<file path="src/apt_pkg.sv">
// types, constants and helpers for the affine point transform
// no dependencies
package apt_pkg;

  localparam int COORD_W = 16;
  localparam int FRAC_W  = COORD_W / 2;
  localparam int WIDE_W  = 48;
  localparam int SUM_W   = 66;
  localparam int TRIG_W  = 16;

  localparam logic [31:0] PI2_A1 = 32'd1686629713;
  localparam logic [31:0] PI2_A3 = 32'd693598668;
  localparam logic [31:0] PI2_A5 = 32'd85569306;
  localparam logic [31:0] PI2_A7 = 32'd5026995;
  localparam logic [31:0] PI2_A9 = 32'd172272;

  localparam logic [3*COORD_W-1:0] SCALE_RESET = 48'h0101_0101_0100;

  typedef logic signed [COORD_W-1:0] coord_t;
  typedef logic signed [WIDE_W-1:0]  wide_t;
  typedef logic signed [SUM_W-1:0]   sum_t;
  typedef logic signed [TRIG_W-1:0]  trig_t;

  typedef struct packed {
    coord_t local_z;
    coord_t local_y;
    coord_t local_x;
  } in_word_t;

  typedef struct packed {
    coord_t world_x;
    coord_t world_y;
    coord_t world_z;
    logic   saturated;
  } out_word_t;

  typedef struct packed {
    trig_t s;
    trig_t c;
  } sc_t;

  typedef struct packed {
    logic v;
    logic flag;
  } ctl_t;

  typedef enum logic [2:0] {
    CFG_SCALE      = 3'd0,
    CFG_ROTATE     = 3'd1,
    CFG_TRANSLATE  = 3'd2,
    CFG_PIVOT      = 3'd3,
    CFG_ORBIT      = 3'd4,
    CFG_PARENT     = 3'd5,
    CFG_PARENT_EN  = 3'd6
  } cfg_idx_t;

  localparam wide_t  WIDE_LIMIT = {1'b0, {(WIDE_W-1){1'b1}}};
  localparam sum_t   SUM_HI     = SUM_W'(WIDE_LIMIT);
  localparam sum_t   SUM_LO     = -SUM_HI;
  localparam coord_t COORD_HI   = {1'b0, {(COORD_W-1){1'b1}}};
  localparam coord_t COORD_LO   = {1'b1, {(COORD_W-1){1'b0}}};

  function automatic logic over_wide(input sum_t v);
    return (v > SUM_HI) || (v < SUM_LO);
  endfunction

  function automatic wide_t clip_wide(input sum_t v);
    wide_t r;
    if (v > SUM_HI) begin
      r = WIDE_LIMIT;
    end else if (v < SUM_LO) begin
      r = -WIDE_LIMIT;
    end else begin
      r = v[WIDE_W-1:0];
    end
    return r;
  endfunction

  function automatic logic [31:0] horner_coef(input logic [1:0] k);
    logic [31:0] r;
    unique case (k)
      2'd0: r = PI2_A7;
      2'd1: r = PI2_A5;
      2'd2: r = PI2_A3;
      default: r = PI2_A1;
    endcase
    return r;
  endfunction

endpackage

</file>
<file path="src/apt_trig.sv">
// sine and cosine of the four configured angles, one shared multiplier
// depends on apt_pkg
module apt_trig #(
  parameter int ANGLE_WIDTH = 16,
  parameter int PHASE_BITS  = 10
) (
  input  logic                       clk,
  input  logic                       rst_n,
  input  logic                       start,
  input  logic [4*ANGLE_WIDTH-1:0]   angles,
  output logic                       busy,
  output apt_pkg::sc_t [3:0]         sc
);

  localparam int KEEP = (PHASE_BITS < ANGLE_WIDTH) ? PHASE_BITS : ANGLE_WIDTH;

  typedef enum logic [3:0] {
    ST_IDLE   = 4'b0001,
    ST_SQUARE = 4'b0010,
    ST_HORNER = 4'b0100,
    ST_FINISH = 4'b1000
  } state_t;

  state_t state_r, state_nxt;
  logic [2:0]  eval_r, eval_nxt;
  logic [1:0]  hcnt_r, hcnt_nxt;
  logic [31:0] acc_r;
  logic [31:0] t2_r;
  apt_pkg::sc_t [3:0] sc_r;

  logic [ANGLE_WIDTH-1:0] angle;
  logic [31:0] ph;
  logic [31:0] t;
  logic [31:0] mul_a, mul_b;
  logic [63:0] prod;
  logic [33:0] prod_sh;
  logic [34:0] rnd_sum;
  logic [18:0] rnd;
  logic [14:0] mag;
  apt_pkg::trig_t val;

  always_comb begin
    angle   = angles[eval_r[2:1]*ANGLE_WIDTH +: ANGLE_WIDTH];
    ph      = {angle[ANGLE_WIDTH-1 -: KEEP], {(32-KEEP){1'b0}}}
              + (eval_r[0] ? 32'h4000_0000 : 32'h0);
    t       = ph[30] ? (32'h4000_0000 - {2'b00, ph[29:0]}) : {2'b00, ph[29:0]};
    unique case (state_r)
      ST_SQUARE: begin
        mul_a = t;
        mul_b = t;
      end
      ST_HORNER: begin
        mul_a = acc_r;
        mul_b = t2_r;
      end
      default: begin
        mul_a = acc_r;
        mul_b = t;
      end
    endcase
    prod    = mul_a * mul_b;
    prod_sh = prod[63:30];
    rnd_sum = {1'b0, prod_sh} + 35'h8000;
    rnd     = rnd_sum[34:16];
    mag     = (rnd > 19'd16384) ? 15'd16384 : rnd[14:0];
    val     = ph[31] ? -$signed({1'b0, mag}) : $signed({1'b0, mag});
  end

  always_comb begin
    state_nxt = state_r;
    eval_nxt  = eval_r;
    hcnt_nxt  = hcnt_r;
    unique case (state_r)
      ST_IDLE: begin
        state_nxt = ST_IDLE;
      end
      ST_SQUARE: begin
        state_nxt = ST_HORNER;
        hcnt_nxt  = 2'd0;
      end
      ST_HORNER: begin
        hcnt_nxt = hcnt_r + 2'd1;
        if (hcnt_r == 2'd3) begin
          state_nxt = ST_FINISH;
        end
      end
      ST_FINISH: begin
        if (eval_r == 3'd7) begin
          state_nxt = ST_IDLE;
        end else begin
          state_nxt = ST_SQUARE;
          eval_nxt  = eval_r + 3'd1;
        end
      end
      default: state_nxt = ST_IDLE;
    endcase
    if (start) begin
      state_nxt = ST_SQUARE;
      eval_nxt  = 3'd0;
    end
  end

  always_ff @(posedge clk) begin
    if (!rst_n) begin
      state_r <= ST_SQUARE;
      eval_r  <= 3'd0;
      hcnt_r  <= 2'd0;
    end else begin
      state_r <= state_nxt;
      eval_r  <= eval_nxt;
      hcnt_r  <= hcnt_nxt;
    end
  end

  always_ff @(posedge clk) begin
    unique case (state_r)
      ST_SQUARE: begin
        t2_r  <= prod_sh[31:0];
        acc_r <= apt_pkg::PI2_A9;
      end
      ST_HORNER: begin
        acc_r <= apt_pkg::horner_coef(hcnt_r) - prod_sh[31:0];
      end
      ST_FINISH: begin
        if (eval_r[0]) begin
          sc_r[eval_r[2:1]].c <= val;
        end else begin
          sc_r[eval_r[2:1]].s <= val;
        end
      end
      default: ;
    endcase
  end

  assign busy = (state_r != ST_IDLE);
  assign sc   = sc_r;

endmodule

</file>
<file path="config.mk">
export PLATFORM = sky130hd
export DESIGN_NAME = apt_trig
export DESIGN_NICKNAME = d
export VERILOG_FILES = /design/src/apt_pkg.sv /design/src/apt_trig.sv
export SDC_FILE = /design/constraint.sdc
export NUM_CORES = 2
export LEC_CHECK = 0
export BUFFER_PORTS_ARGS = -buffer_cell sky130_fd_sc_hd__buf_2
export CORE_AREA = 2 2 266 268
export CTS_CLUSTER_SIZE = 30
export DETAILED_ROUTE_END_ITERATION = 12
export DIE_AREA = 0 0 268 270
export PLACE_DENSITY = 0.86
export SYNTH_ARGS = -nofsm -noshare
export SYNTH_HDL_FRONTEND = slang
export SYNTH_SLANG_ARGS = --single-unit
</file>
<file path="constraint.sdc">
create_clock -name clk -period 16.4 [get_ports clk]
set_clock_uncertainty 0.2 [all_clocks]
set_input_delay 2.46 -clock clk [delete_from_list [all_inputs] [get_ports clk]]
set_output_delay 2.46 -clock clk [all_outputs]
set_load 0.03 [all_outputs]
</file>
==> results.py <==
metrics = {
    "outcome": {
        "status": "finished, final reports clean",
    },
    "critical_path": {
        "worst_setup_path_end_kind": "flip-flop",
        "cpMostUsedCell": "fa_1",
        "cp.depth": 41,
        "slowest_delay_ns": 0.85,
        "slowest_stage": "a211oi_1",
        "worstPathRequired_ns": 16.44,
        "worstPathArrival_ns": 16.09,
        "r2r_cells": 40,
        "cp-start-kind": "input port",
        "rrSetupSlack_ns": 1.43,
        "critPathBufInv": 6,
        "crit_type": "input port to flip-flop",
        "cp_max_fo": 9,
        "critPathTopFamily": "adder cells",
    },
    "floorplan": {
        "die_w_um": 268,
        "dieHeight_um": 270,
        "dieArea_mm2": 0.0724,
        "ios": 196,
        "design.core.area_mm2": 0.0695,
        "core.rowCount": 97,
        "initial_utilization_pct": 61.2,
    },
    "drt": {
        "first_pass_iters": 6,
        "post_drt_wl_per_cell_um": 23.2,
        "wl_um": 134000,
        "first_iter_violations": 3347,
        "vias": 34300,
        "detail-route-antenna-nets": 0,
        "viasPerCell": 5.93,
        "drc": 0,
    },
    "placed_design": {
        "dp_hpwl_um": 106000,
        "postPlaceCellArea_mm2": 0.0446,
        "port_buffers": 171,
        "gp_congestion": 1.04,
        "place_ws_ns": 0.221,
    },
    "synth": {
        "synth_common_cells": "inv_1, nand2_1, fa_1, nor2_1, ha_1",
        "avgSynthCellArea_um2": 8.94,
        "synthDistinctLibCells": 80,
        "syn_area_mm2": 0.0426,
        "synth-edff-count": 192,
        "async_flop_share_pct": 0,
        "netlist_top_cells_area": "fa_1, edfxtp_1, inv_1",
        "ys.flop_type": "edfxtp_1",
        "yosys.area.top_type": "fa_1",
        "synth-seq-area-share_pct": 14.0,
        "synth_most_common_cell": "inv_1",
        "syn_inst": 4764,
        "synth_top_area_share_pct": 42.1,
        "synth.ff_latch_count": 201,
        "syn-num-nets": 6025,
        "synth_warnings": 0,
    },
    "sta": {
        "setup_viol": 0,
        "finalSetupTns_ns": 0,
        "hold_viol": 0,
        "tightest_slew_ns": 1.29,
        "worst_slack_ns": 0.343,
        "timing.final.crit_share_pct": 97.9,
        "min_period_ns": 16.06,
        "rsz0062_at_grt": "false",
        "relSlewSlack_pct": 13.6,
        "maxSlewViolCount": 0,
        "fmax_mhz": 62.3,
    },
    "global_routing": {
        "grt_max_degree": 55,
        "gr-total-overflow": 0,
        "grt_pass1_vias": 37000,
        "antenna_found_initial": 4,
        "grt_pass1_wl_um": 209000,
        "grt_usage_pct": 38.6,
    },
    "cells_and_area": {
        "nFillCells": 5370,
        "final_core_utilization_pct": 65.1,
        "finalNetCount": 6088,
        "drive_above_1_share_pct": 7.93,
        "area_growth_pct": 6.29,
        "multiInputGateArea_mm2": 0.0319,
        "seq_area_mm2": 0.00595,
        "final_cell_area_mm2": 0.0453,
    },
    "cts": {
        "hold_buffers": 0,
        "clockBufferDepth": 3,
        "path_clk_slew_ns": 0.07,
        "htree_num_levels": 1,
        "cts-root-buf": "clkbuf_16",
        "clkSinkCount": 201,
        "cts_tree": "built",
        "insertion_delay_ns": 0.53,
        "cts_buffers": 19,
    },
    "worst_hold_path": {
        "min_path_cells": 2,
        "hold_class": "flip-flop to flip-flop",
    },
    "flow_run": {
        "drv_cap": 0,
    },
}
==> per-stage QoR <==
step | hold slack (ns) | std cells
2_1_floorplan | 0.318 | 4764
3_3_place_gp | 0.337 | 5746
3_5_place_dp | 0.360 | 5746
4_1_cts | 0.369 | 5780
5_1_grt | 0.396 | 5782
6_report | 0.368 | 5784
==> metal layers <==
layer / wire [um] / up-vias / share of wire, % / track usage [%]
li1: - / 14400 / - / -
met1: 45400 / 16900 / 34 / 47.0
met2: 59700 / 2393 / 44 / 58.9
met3: 19100 / 576 / 14 / 13.5
met4: 10300 / 2 / 7.6 / 23.7
met5: 11 / - / 0.0082 / 0
==> registers in the layout, summed over array words and instances (netlist names) <==
name	cells
t2_r	32
sc	128
eval_r	3
hcnt_r	2
state_r	4
acc_r	32
==> cell type report <==
class | count | area share, %
Antenna cell | 4 | 0.0221
Clock buffer | 26 | 1.25
Clock inverter | 8 | 0.124
Inverter | 1036 | 8.59
Multi-Input combinational cell | 3283 | 70.5
Sequential cell | 201 | 13.1
Tap cell | 940 | 2.60
Timing Repair Buffer | 286 | 3.80
==> worst register-to-register path: cells and delay by family (launching register included) <==
kind	cells	cell delay, ns
AO/OA/AOI/OAI	8	3.07
flip-flops	1	0.98
XOR/XNOR	1	0.37
multiplexers	1	0.52
adder cells (fa/ha/maj)	10	4.73
buffers and inverters	5	0.70
AND/OR/NAND/NOR	15	4.13
==> placed cells by master (no fill, tap or decap), types with 37 or more instances in the layout <==
cell type     n
a21oi_1      83
and2_1       57
a21o_1       47
xnor2_1      56
inv_1      1030
fa_1        896
nand2_1     910
ha_1        298
buf_2       171
o21ai_0      54
edfxtp_1    192
nor2_1      484
nand3_1      37
buf_4       115
==> repair_timing <==
action	4_1_cts	5_1_grt
gates resized for setup	0	1
endpoints found under the setup margin	0	8
buffers inserted	0	0
==> final timing paths <==
| path | startpoint | to |
|---|---|---|
| setup / recovery | angles[22] | sc[34] |
| setup reg to reg | eval_r[2] | sc[34] |
| hold / removal | hcnt_r[0] | hcnt_r[0] |
| hold reg to reg | hcnt_r[0] | hcnt_r[0] |
==> kinds of logic after synthesis <==
family	Yosys count	share of synthesized area, %
compound gates	328	5.09
buf+inv	1280	11.3
flops	201	14.0
xor+xnor	82	1.69
fa+ha+maj	1195	50.9
simple gates	1651	16.1
mux	27	0.949
Power is left out: the tool's default activity adds up to more than one toggle a clock period on the data nets, which glitch-free logic cannot reach.
